`src/sv/acrt_pkg.sv`:
```
`timescale 1ns / 1ps
`default_nettype none
// Shared constants, types and helpers for the associative cache replacement tracker.
// Used by the line store, the shared compare unit and the top level.

package acrt_pkg;

  localparam int unsigned LINES      = 16;
  localparam int unsigned ADDR_BITS  = 32;
  localparam int unsigned COUNT_BITS = 16;

  localparam int unsigned LINE_W      = $clog2(LINES);
  localparam int unsigned CNT_W       = $clog2(LINES + 1);
  localparam int unsigned BLOCK_W     = ADDR_BITS;
  localparam int unsigned LFSR_W      = 16;
  localparam int unsigned LFSR_CNT_W  = $clog2(LFSR_W);
  localparam int unsigned CFG_W       = 16;
  localparam int unsigned OUT_LINE_W  = 4;
  localparam int unsigned OUT_BLOCK_W = 32;
  localparam int unsigned TOTAL_W     = 32;
  localparam int unsigned CMP_W       = (BLOCK_W > COUNT_BITS) ? BLOCK_W : COUNT_BITS;

  localparam logic [LFSR_W-1:0] LFSR_TAPS = 16'hB400;

  typedef enum logic [1:0] {
    POL_RANDOM,
    POL_FIFO,
    POL_LRU,
    POL_LFU
  } policy_e;

  typedef enum logic [1:0] {
    CMP_EQ,
    CMP_GT,
    CMP_LT,
    CMP_GE
  } cmp_op_e;

  typedef struct packed {
    cmp_op_e          op;
    logic [CMP_W-1:0] a;
    logic [CMP_W-1:0] b;
  } cmp_req_t;

  typedef struct packed {
    logic             flag;
    logic [CMP_W-1:0] diff;
  } cmp_res_t;

  // One step of the right-shifting Galois LFSR.
  function automatic logic [LFSR_W-1:0] lfsr_step(input logic [LFSR_W-1:0] v);
    logic [LFSR_W-1:0] s;
    s = v >> 1;
    if (v[0]) begin
      s = s ^ LFSR_TAPS;
    end
    return s;
  endfunction

endpackage

`default_nettype wire

```
`src/sv/acrt_line_ram.sv`:
```
`timescale 1ns / 1ps
`default_nettype none
// Block-number store, one entry per cache line: one write port, one registered read port.
// Depends on acrt_pkg for widths.

module acrt_line_ram import acrt_pkg::*; (
  input  logic               clk_i,
  input  logic               we_i,
  input  logic [LINE_W-1:0]  waddr_i,
  input  logic [BLOCK_W-1:0] wdata_i,
  input  logic [LINE_W-1:0]  raddr_i,
  output logic [BLOCK_W-1:0] rdata_o
);

  logic [BLOCK_W-1:0] mem [LINES];

  always_ff @(posedge clk_i) begin
    if (we_i) begin
      mem[waddr_i] <= wdata_i;
    end
  end

  always_ff @(posedge clk_i) begin
    rdata_o <= mem[raddr_i];
  end

endmodule

`default_nettype wire

```
`src/sv/acrt_cmp_unit.sv`:
```
`timescale 1ns / 1ps
`default_nettype none
// Shared compare / subtract unit used by the scan, remainder and victim-scan steps of the sequencer.
// Depends on acrt_pkg for the request and result types.

module acrt_cmp_unit import acrt_pkg::*; (
  input  cmp_req_t req_i,
  output cmp_res_t res_o
);

  logic [CMP_W:0] sub;
  logic           lt;
  logic           eq;

  assign sub = {1'b0, req_i.a} - {1'b0, req_i.b};
  assign lt  = sub[CMP_W];
  assign eq  = (req_i.a == req_i.b);

  always_comb begin
    res_o.diff = sub[CMP_W-1:0];
    unique case (req_i.op)
      CMP_EQ: res_o.flag = eq;
      CMP_GT: res_o.flag = !lt && !eq;
      CMP_LT: res_o.flag = lt;
      CMP_GE: res_o.flag = !lt;
    endcase
  end

endmodule

`default_nettype wire

```
`src/sv/assoc_cache_replacement_tracker.sv`:
```
`timescale 1ns / 1ps
`default_nettype none
// Fully associative cache replacement tracker: top level with the sequencer and line state.
// Depends on acrt_pkg, acrt_line_ram and acrt_cmp_unit.
//
// Give one byte address per item on address_i with start; it is taken when busy is
// low. The result appears for exactly one cycle with done_o high and cannot be held off,
// so capture it in that cycle. A single comparator serves the block scan, the victim
// scan and the random remainder in turn: first a scan of the filled lines for the block
// (one line per cycle, through the registered store read), then, on a miss with every
// line in use, the victim choice: FIFO takes the line at its pointer, LRU and LFU scan the
// lines in use once more, and random takes a 16-step bit-serial remainder of the LFSR
// value by the line count; busy falls in the cycle that shows done_o, and a new item may
// be taken in that same cycle. Configuration writes must go through cfg_we_i / cfg_idx_i /
// cfg_wdata_i only while the block is idle; the block does not enforce this. Writing the
// seed also reloads the LFSR (a zero seed loads one).

module assoc_cache_replacement_tracker import acrt_pkg::*; (
  input  logic                   clk_i,
  input  logic                   rst_ni,
  input  logic                   start,
  output logic                   busy,
  input  logic [ADDR_BITS-1:0]   address_i,
  input  logic                   cfg_we_i,
  input  logic [1:0]             cfg_idx_i,
  input  logic [CFG_W-1:0]       cfg_wdata_i,
  output logic                   done_o,
  output logic                   hit_o,
  output logic [OUT_LINE_W-1:0]  line_o,
  output logic                   evicted_o,
  output logic [OUT_BLOCK_W-1:0] evicted_block_o,
  output logic [TOTAL_W-1:0]     hit_total_o,
  output logic [TOTAL_W-1:0]     access_total_o
);

  // Register indexes of the configuration port
  localparam logic [1:0] CFG_POLICY = 2'd0;
  localparam logic [1:0] CFG_OFFSET = 2'd1;
  localparam logic [1:0] CFG_LINES  = 2'd2;
  localparam logic [1:0] CFG_SEED   = 2'd3;

  // Sequencer states
  localparam logic [2:0] S_IDLE   = 3'd0;
  localparam logic [2:0] S_SCAN   = 3'd1;
  localparam logic [2:0] S_MISS   = 3'd2;
  localparam logic [2:0] S_MOD    = 3'd3;
  localparam logic [2:0] S_VSCAN  = 3'd4;
  localparam logic [2:0] S_VREAD  = 3'd5;
  localparam logic [2:0] S_FINISH = 3'd6;

  localparam logic [LINE_W-1:0] RANK_OLDEST = LINE_W'(LINES - 1);

  // Configuration
  policy_e          policy_q, policy_d;
  logic [4:0]       offset_q, offset_d;
  logic [4:0]       lines_q,  lines_d;

  // Control and line state
  logic [2:0]            state_q, state_d;
  logic [CNT_W-1:0]      n_q, n_d;
  logic [CNT_W-1:0]      valid_q, valid_d;
  logic [CNT_W-1:0]      idx_q, idx_d;
  logic                  rd_vld_q, rd_vld_d;
  logic [LINE_W-1:0]     rd_idx_q, rd_idx_d;
  logic                  hit_q, hit_d;
  logic                  fill_q, fill_d;
  logic                  ev_q, ev_d;
  logic [LINE_W-1:0]     line_q, line_d;
  logic [LINE_W-1:0]     best_q, best_d;
  logic [LFSR_CNT_W-1:0] bit_q, bit_d;
  logic                  done_q, done_d;
  logic [CNT_W-1:0]      filled_q, filled_d;
  logic [LINE_W-1:0]     fifo_q, fifo_d;
  logic [LFSR_W-1:0]     lfsr_q, lfsr_d;
  logic [TOTAL_W-1:0]    hits_q, hits_d;
  logic [TOTAL_W-1:0]    acc_q, acc_d;
  logic [LINE_W-1:0]     rank_q [LINES];
  logic [LINE_W-1:0]     rank_d [LINES];
  logic [COUNT_BITS-1:0] use_q  [LINES];
  logic [COUNT_BITS-1:0] use_d  [LINES];

  // Payload
  logic [BLOCK_W-1:0]    block_q, block_d;
  logic [BLOCK_W-1:0]    evb_q, evb_d;
  logic [LFSR_W-1:0]     div_q, div_d;
  logic [LINE_W-1:0]     rem_q, rem_d;
  logic [COUNT_BITS-1:0] best_val_q, best_val_d;

  // Shared datapath
  cmp_req_t           cmp_req;
  cmp_res_t           cmp_res;
  logic [BLOCK_W-1:0] rd_data;
  logic [LINE_W-1:0]  ram_raddr;
  logic               ram_we;
  logic [LINE_W-1:0]  sel_idx;
  logic [LINE_W-1:0]  rank_rd;
  logic [COUNT_BITS-1:0] use_rd;
  logic [COUNT_BITS-1:0] cur_val;
  logic [CNT_W-1:0]   n_eff;
  logic [LINE_W:0]    rem_shift;

  acrt_line_ram u_line_ram (
    .clk_i   (clk_i),
    .we_i    (ram_we),
    .waddr_i (line_q),
    .wdata_i (block_q),
    .raddr_i (ram_raddr),
    .rdata_o (rd_data)
  );

  acrt_cmp_unit u_cmp (
    .req_i (cmp_req),
    .res_o (cmp_res)
  );

  assign ram_raddr = (state_q == S_SCAN) ? idx_q[LINE_W-1:0] : line_q;
  assign ram_we    = (state_q == S_FINISH) && !hit_q;

  // Single read port into the per-line counters: scan index while choosing a victim,
  // otherwise the line being updated.
  assign sel_idx = (state_q == S_VSCAN) ? idx_q[LINE_W-1:0] : line_q;
  assign rank_rd = rank_q[sel_idx];
  assign use_rd  = use_q[sel_idx];
  assign cur_val = (policy_q == POL_LRU) ? COUNT_BITS'(rank_rd) : use_rd;

  // Clamp the configured line count to 1..LINES
  always_comb begin
    if (lines_q == '0) begin
      n_eff = CNT_W'(1);
    end else if (32'(lines_q) > LINES) begin
      n_eff = CNT_W'(LINES);
    end else begin
      n_eff = CNT_W'(lines_q);
    end
  end

  assign rem_shift = {rem_q, div_q[LFSR_W-1]};

  // Operand selection for the shared compare unit
  always_comb begin
    cmp_req.op = CMP_EQ;
    cmp_req.a  = '0;
    cmp_req.b  = '0;
    unique case (state_q)
      S_SCAN: begin
        cmp_req.op = CMP_EQ;
        cmp_req.a  = CMP_W'(rd_data);
        cmp_req.b  = CMP_W'(block_q);
      end
      S_MOD: begin
        cmp_req.op = CMP_GE;
        cmp_req.a  = CMP_W'(rem_shift);
        cmp_req.b  = CMP_W'(n_q);
      end
      S_VSCAN: begin
        cmp_req.op = (policy_q == POL_LRU) ? CMP_GT : CMP_LT;
        cmp_req.a  = CMP_W'(cur_val);
        cmp_req.b  = CMP_W'(best_val_q);
      end
      default: begin
        cmp_req.op = CMP_EQ;
      end
    endcase
  end

  always_comb begin
    logic [CNT_W-1:0]  fifo_ptr;
    logic [CNT_W-1:0]  fifo_inc;
    logic [CNT_W-1:0]  lim;
    logic [LINE_W-1:0] old_rank;

    policy_d   = policy_q;
    offset_d   = offset_q;
    lines_d    = lines_q;
    state_d    = state_q;
    n_d        = n_q;
    valid_d    = valid_q;
    idx_d      = idx_q;
    rd_vld_d   = rd_vld_q;
    rd_idx_d   = rd_idx_q;
    hit_d      = hit_q;
    fill_d     = fill_q;
    ev_d       = ev_q;
    line_d     = line_q;
    best_d     = best_q;
    bit_d      = bit_q;
    done_d     = 1'b0;
    filled_d   = filled_q;
    fifo_d     = fifo_q;
    lfsr_d     = lfsr_q;
    hits_d     = hits_q;
    acc_d      = acc_q;
    rank_d     = rank_q;
    use_d      = use_q;
    block_d    = block_q;
    evb_d      = evb_q;
    div_d      = div_q;
    rem_d      = rem_q;
    best_val_d = best_val_q;
    fifo_ptr   = '0;
    fifo_inc   = '0;
    lim        = '0;
    old_rank   = '0;

    // Configuration writes must arrive only while idle; the block does not enforce this
    if (cfg_we_i) begin
      unique case (cfg_idx_i)
        CFG_POLICY: policy_d = policy_e'(cfg_wdata_i[1:0]);
        CFG_OFFSET: offset_d = cfg_wdata_i[4:0];
        CFG_LINES:  lines_d  = cfg_wdata_i[4:0];
        CFG_SEED:   lfsr_d   = (cfg_wdata_i == '0) ? LFSR_W'(1) : LFSR_W'(cfg_wdata_i);
      endcase
    end

    unique case (state_q)
      S_IDLE: begin
        if (start) begin
          block_d  = BLOCK_W'(address_i >> offset_q);
          n_d      = n_eff;
          valid_d  = (filled_q < n_eff) ? filled_q : n_eff;
          idx_d    = '0;
          rd_vld_d = 1'b0;
          hit_d    = 1'b0;
          fill_d   = 1'b0;
          ev_d     = 1'b0;
          state_d  = S_SCAN;
        end
      end

      // Issue one store read per cycle and compare the one issued the cycle before
      S_SCAN: begin
        if (rd_vld_q && cmp_res.flag) begin
          hit_d    = 1'b1;
          line_d   = rd_idx_q;
          rd_vld_d = 1'b0;
          state_d  = S_FINISH;
        end else if (idx_q < valid_q) begin
          rd_vld_d = 1'b1;
          rd_idx_d = idx_q[LINE_W-1:0];
          idx_d    = idx_q + CNT_W'(1);
        end else begin
          rd_vld_d = 1'b0;
          state_d  = S_MISS;
        end
      end

      S_MISS: begin
        if (filled_q < n_q) begin
          fill_d  = 1'b1;
          line_d  = filled_q[LINE_W-1:0];
          state_d = S_FINISH;
        end else begin
          ev_d = 1'b1;
          unique case (policy_q)
            POL_RANDOM: begin
              lfsr_d  = lfsr_step(lfsr_q);
              div_d   = lfsr_step(lfsr_q);
              rem_d   = '0;
              bit_d   = '0;
              state_d = S_MOD;
            end
            POL_FIFO: begin
              fifo_ptr = (CNT_W'(fifo_q) >= n_q) ? '0 : CNT_W'(fifo_q);
              fifo_inc = fifo_ptr + CNT_W'(1);
              line_d   = fifo_ptr[LINE_W-1:0];
              fifo_d   = (fifo_inc >= n_q) ? '0 : fifo_inc[LINE_W-1:0];
              state_d  = S_VREAD;
            end
            POL_LRU: begin
              best_d     = '0;
              best_val_d = COUNT_BITS'(rank_q[0]);
              idx_d      = CNT_W'(1);
              state_d    = S_VSCAN;
            end
            POL_LFU: begin
              best_d     = '0;
              best_val_d = use_q[0];
              idx_d      = CNT_W'(1);
              state_d    = S_VSCAN;
            end
          endcase
        end
      end

      // Restoring remainder of the LFSR value by the line count, one bit a cycle
      S_MOD: begin
        rem_d = cmp_res.flag ? cmp_res.diff[LINE_W-1:0] : rem_shift[LINE_W-1:0];
        div_d = div_q << 1;
        bit_d = bit_q + LFSR_CNT_W'(1);
        if (bit_q == LFSR_CNT_W'(LFSR_W - 1)) begin
          line_d  = rem_d;
          state_d = S_VREAD;
        end
      end

      // Walk the lines in use, keeping the oldest (LRU) or least used (LFU)
      S_VSCAN: begin
        if (idx_q < n_q) begin
          if (cmp_res.flag) begin
            best_d     = idx_q[LINE_W-1:0];
            best_val_d = cur_val;
          end
          idx_d = idx_q + CNT_W'(1);
        end else begin
          line_d  = best_q;
          state_d = S_VREAD;
        end
      end

      // Fetch the block about to be replaced
      S_VREAD: begin
        state_d = S_FINISH;
      end

      S_FINISH: begin
        done_d  = 1'b1;
        evb_d   = ev_q ? rd_data : '0;
        state_d = S_IDLE;

        if (hit_q) begin
          lim = valid_q;
        end else if (fill_q) begin
          lim = filled_q + CNT_W'(1);
        end else begin
          lim = n_q;
        end
        old_rank = fill_q ? RANK_OLDEST : rank_rd;

        // Age every younger line, then make this one most recent
        for (int i = 0; i < LINES; i++) begin
          if (LINE_W'(i) == line_q) begin
            rank_d[i] = '0;
            if (hit_q) begin
              use_d[i] = (use_q[i] == '1) ? use_q[i] : use_q[i] + COUNT_BITS'(1);
            end else begin
              use_d[i] = COUNT_BITS'(1);
            end
          end else if (CNT_W'(i) < lim && rank_q[i] < old_rank &&
                       rank_q[i] < RANK_OLDEST) begin
            rank_d[i] = rank_q[i] + LINE_W'(1);
          end
        end

        if (hit_q) begin
          hits_d = (hits_q == '1) ? hits_q : hits_q + TOTAL_W'(1);
        end
        if (fill_q) begin
          filled_d = filled_q + CNT_W'(1);
        end
        acc_d = (acc_q == '1) ? acc_q : acc_q + TOTAL_W'(1);
      end

      default: begin
        state_d = S_IDLE;
      end
    endcase
  end

  always_ff @(posedge clk_i or negedge rst_ni) begin
    if (!rst_ni) begin
      policy_q <= POL_RANDOM;
      offset_q <= 5'd2;
      lines_q  <= 5'd16;
      state_q  <= S_IDLE;
      n_q      <= '0;
      valid_q  <= '0;
      idx_q    <= '0;
      rd_vld_q <= 1'b0;
      rd_idx_q <= '0;
      hit_q    <= 1'b0;
      fill_q   <= 1'b0;
      ev_q     <= 1'b0;
      line_q   <= '0;
      best_q   <= '0;
      bit_q    <= '0;
      done_q   <= 1'b0;
      filled_q <= '0;
      fifo_q   <= '0;
      lfsr_q   <= LFSR_W'(1);
      hits_q   <= '0;
      acc_q    <= '0;
      for (int i = 0; i < LINES; i++) begin
        rank_q[i] <= '0;
        use_q[i]  <= '0;
      end
    end else begin
      policy_q <= policy_d;
      offset_q <= offset_d;
      lines_q  <= lines_d;
      state_q  <= state_d;
      n_q      <= n_d;
      valid_q  <= valid_d;
      idx_q    <= idx_d;
      rd_vld_q <= rd_vld_d;
      rd_idx_q <= rd_idx_d;
      hit_q    <= hit_d;
      fill_q   <= fill_d;
      ev_q     <= ev_d;
      line_q   <= line_d;
      best_q   <= best_d;
      bit_q    <= bit_d;
      done_q   <= done_d;
      filled_q <= filled_d;
      fifo_q   <= fifo_d;
      lfsr_q   <= lfsr_d;
      hits_q   <= hits_d;
      acc_q    <= acc_d;
      rank_q   <= rank_d;
      use_q    <= use_d;
    end
  end

  // Datapath registers: no reset needed
  always_ff @(posedge clk_i) begin
    block_q    <= block_d;
    evb_q      <= evb_d;
    div_q      <= div_d;
    rem_q      <= rem_d;
    best_val_q <= best_val_d;
  end

  assign busy            = (state_q != S_IDLE);
  assign done_o          = done_q;
  assign hit_o           = hit_q;
  assign line_o          = OUT_LINE_W'(line_q);
  assign evicted_o       = ev_q;
  assign evicted_block_o = OUT_BLOCK_W'(evb_q);
  assign hit_total_o     = hits_q;
  assign access_total_o  = acc_q;

endmodule

`default_nettype wire
```
`config.mk`:
```
export PLATFORM = sky130hd
export DESIGN_NAME = assoc_cache_replacement_tracker
export DESIGN_NICKNAME = d
export VERILOG_FILES = /design/src/sv/acrt_pkg.sv /design/src/sv/acrt_line_ram.sv /design/src/sv/acrt_cmp_unit.sv /design/src/sv/assoc_cache_replacement_tracker.sv
export SDC_FILE = /design/constraint.sdc
export NUM_CORES = 2
export LEC_CHECK = 0
export ABC_AREA = 1
export BUFFER_PORTS_ARGS = -buffer_cell sky130_fd_sc_hd__buf_2
export CELL_PAD_IN_SITES_DETAIL_PLACEMENT = 1
export CELL_PAD_IN_SITES_GLOBAL_PLACEMENT = 2
export CORE_ASPECT_RATIO = 2
export CORE_UTILIZATION = 44
export CTS_BUF_LIST = sky130_fd_sc_hd__clkbuf_4 sky130_fd_sc_hd__clkbuf_8
export DETAILED_ROUTE_END_ITERATION = 10
export HOLD_SLACK_MARGIN = 0.12
export PLACE_DENSITY_LB_ADDON = 0.1
export REMOVE_ABC_BUFFERS = 1
export SYNTH_ARGS = -nofsm -noshare
export SYNTH_HDL_FRONTEND = slang
export SYNTH_SLANG_ARGS = --single-unit
```
`constraint.sdc`:
```
create_clock -name clk_i -period 11.9 [get_ports clk_i]
set_clock_uncertainty 0.2 [all_clocks]
set_input_delay 2.38 -clock clk_i [delete_from_list [all_inputs] [get_ports clk_i]]
set_output_delay 2.38 -clock clk_i [all_outputs]
set_load 0.02 [all_outputs]
```
==> key figures <==
Floorplanning
  • Initial Utilization: between 40% and 50%
  • # IOs: 158
  • Core ar.: 129000 sq um
  • Die area: 132000 sq um
  • Chip width: 257 um
  • Die height: 512 um
  • # rows: 186

CTS
  • H-tree Lvls: 4
  • Sink Count: 1104
  • Number of CTS-inserted buffers: 166
  • Clk_lat worst skew: 0.93 ns
  • Cts hold-fix bufs: 0
  • Reg clk slew, reported paths: 0.07 ns
  • Post-CTS Setup Bufs: 0
  • CTS max path bufs: 3
  • CTS tree: yes
  • Clock root buffer: clkbuf_8
  • Gates resized, CTS repair: 0

Detailed routing
  • Via/cell ratio: 5.88
  • Max Used Layer: met5
  • M1 WL: 74000 um
  • # DRC: 0
  • DR WL met3: ~9700 um
  • Final wirelength: 222000 um
  • Drt wl/cell: 26.2 um
  • Via count: 49.7k
  • Total length of routed met2 wires: ~120000 um
  • TritonRoute pass-1 iters: 7
  • Initial DRC Count: 3010
  • Antenna viol nets, final: 0

Synth
  • Synth warn: 0
  • Synth top area cells: edfxtp_1 32%, dfrtp_1 20%, nand2_1 8.4%
  • Share of the synthesized area in the top cell type: roughly 32%
  • Register area share after synthesis: 53.4%
  • Number of synthesized flops with an enable pin: around 600
  • Count of different cell masters after synthesis: 66
  • Leading area contributor after synthesis: edfxtp_1
  • Syn avg cell area: 8.83 sq um
  • Netlist Area Pre-Place: 57200 sq um
  • Ys flop type: edfxtp_1
  • Async S/R FF share, synth: 41.7%
  • #FFs+latches synth: 1104
  • Synth Instances: 6480

Placed design
  • DP Wirelength: 157000 um
  • RePlAce Congestion: 0.959
  • IO buf count: between 150 and 200

Finish
  • Fillers: 15.2k
  • Most common cell after layout, fill and taps aside: nand2_1
  • Area Overhead vs Synth: 11.0%
  • Most frequent cells in the layout: 1280 x nand2_1, 735 x nor2_1, 673 x o21ai_0
  • Final core occ: roughly half
  • Share of layout cells above drive strength 1: 9.50%
  • Layout net count: 6806

STA
  • Pins Over Slew Limit: 0
  • RSZ-0062 raised after global routing: false
  • Max_slew headroom: 27.1%
  • Final hold violation count: 0
  • Post-layout minimum cycle time: 6.89 ns
  • Slew of the pin with the lowest slew margin: between 1 and 1.5 ns
  • Final Cycle Share: around 58%
  • Setup violations, final: 0
  • Max Fclk: 0.145 GHz

Pwr
  • Sw Ratio: 42.8%
  • Total power after layout: around 14 mW
  • Register share of total power: 37.3%
  • Clock Power Share: 25.5%
  • Internal power: 7.82 mW
  • PwrDens: approximately 220 nW/um^2
  • Part of the power in combinational logic: a little under two fifths
  • Max rail drop VDD: between 150 and 200 uV
  • Switching Power: 5.85 mW
  • Leakage: around 26 nW

Setup path
  • CP startpoint: state_q[0]$_DFFE_PN0P_
  • Crit end category: register
  • Worst r2r path cells: 23
  • R2R setup slack: approximately 5.0 ns
  • R2r endpoint: best_val_q[12]$_DFFE_PP_
  • FF-to-FF Start: state_q[0]$_DFFE_PN0P_
  • Setup crit start kind: register
  • CP Class: register to register
  • Worst Path Arrival: 7.21 ns
  • CP Data Required Time: 12.21 ns
  • Crit-path max FO: 88
  • Worst Setup EP: best_val_q[12]$_DFFE_PP_

Global routing
  • Global route overflow: 0
  • Initial antenna violation count: 7
  • Vias in the first global route: 53.3k
  • GRT Resource Usage Total: 33.7%
  • First-pass GRT wire length: around 330000 um
  • Pin count of the biggest net entering global routing: about 150

Worst hold path
  • Hold Path Class: register to register

Outcome
  • Status: complete, no violations

Job
  • Max-cap violation count: 0
flip-flops by register name, indices dropped and copies added, names as in the netlist, 5 cells and up:
signal / flops
access_total_o: 32
best_val_q: 16
block_q: 32
div_q: 16
evicted_block_o: 32
filled_q: 5
hit_total_o: 32
idx_q: 5
lfsr_q: 16
lines_q: 5
n_q: 5
offset_q: 5
rank_q: 64
u_line_ram.mem: 512
u_line_ram.rdata_o: 32
use_q: 256
valid_q: 5
stage by stage:
stage	cell area, sq um	hold slack, ns	instances	setup WS [ns]	TNS [ns]
4_1_cts	63500	0.289	8441	5.12	0
6_report	63500	0.284	8444	5.01	0
5_1_grt	63500	0.318	8442	4.55	0
3_5_place_dp	59800	0.273	8132	5.15	0
3_3_place_gp	59800	0.263	8132	5.27	0
2_1_floorplan	56100	0.248	6215	-6.27	-199.70
worst min-delay path by stage:
stage	from	end	slack, ns	cells after the start
floorplan	best_q[0]$_DFFE_PN0P_	best_q[0]$_DFFE_PN0P_	0.25	2
detailed placement	use_q[239]$_DFFE_PN0P_	use_q[239]$_DFFE_PN0P_	0.27	2
CTS	use_q[239]$_DFFE_PN0P_	use_q[239]$_DFFE_PN0P_	0.29	2
global placement	use_q[255]$_DFFE_PN0P_	use_q[255]$_DFFE_PN0P_	0.26	2
global route	use_q[207]$_DFFE_PN0P_	use_q[207]$_DFFE_PN0P_	0.32	2
finish	use_q[239]$_DFFE_PN0P_	use_q[239]$_DFFE_PN0P_	0.28	2
cells by family after synthesis:
group | count (synthesis) | share of synthesized area [%]
muxes | 6 | 0.107
adders and majority gates | 144 | 3.16
and+or+nand+nor | 2869 | 21.6
DFF | 1104 | 53.4
AOI/OAI and AO/OA | 1289 | 13.3
xor gates and xnor gates | 153 | 2.34
buffers and inverters | 915 | 6.12
power groups by stage:
stage | sequential (mW) | combinational, mW | clock, mW
after floorplan | 4.96 | 3.20 | 0
after global placement | 5.16 | 4.88 | 0
after detailed placement | 5.18 | 5.05 | 0
after CTS | 5.10 | 5.08 | 3.55
after global routing | 5.15 | 5.60 | 3.67
final | 5.10 | 5.08 | 3.49
cell type report:
class                           instances  area, sq um  area share, %
Antenna cell                            3         7.51         0.0118
Clock buffer                          254         3120           4.91
Clock inverter                         55          539          0.849
Inverter                              650         2450           3.86
Multi-Input combinational cell       4461        23400           36.8
Sequential cell                      1104        30500           48.1
Tap cell                             1692         2120           3.33
Timing Repair Buffer                  225         1360           2.14
layer usage:
| metal | vias to the layer above | track usage, % |
|---|---|---|
| met4 | 2 | 28.7 |
| met2 | 1437 | 61.6 |
| met5 | - | 0 |
| met1 | 24900 | 32.9 |
| li1 | 22700 | - |
| met3 | 675 | 5.19 |
critical path, cell delays in order, from the launching register on:
cell and delay, ns:
dfrtp_1 0.45, nor2_1 0.12, nand2_2 0.40, nand2_1 0.29
nand2_4 0.71, buf_4 0.68, a21oi_1 0.15, o311ai_0 0.78
nand3_1 0.21, nand2_1 0.12, ha_1 0.24, a21oi_1 0.16
o21ai_0 0.09, a21oi_1 0.20, nand2_1 0.09, nand2_1 0.08
nand2_1 0.09, nand2_1 0.09, nand2_1 0.08, nand2_1 0.19
nand2_1 0.16, nand2_1 0.09, nand2_1 0.14, inv_1 0.57
cell usage after synthesis (123+ instances only):
library cell  count
ha_1            143
nand2_1        1282
nor3_1          127
a21oi_1         207
clkbuf_1        201
nand3_1         411
xor2_1          123
dfrtp_1         457
inv_1           624
nand4_1         128
nor2_1          753
o21ai_0         674
edfxtp_1        612
o221ai_1        125
Power figures use the tool's default switching activity.
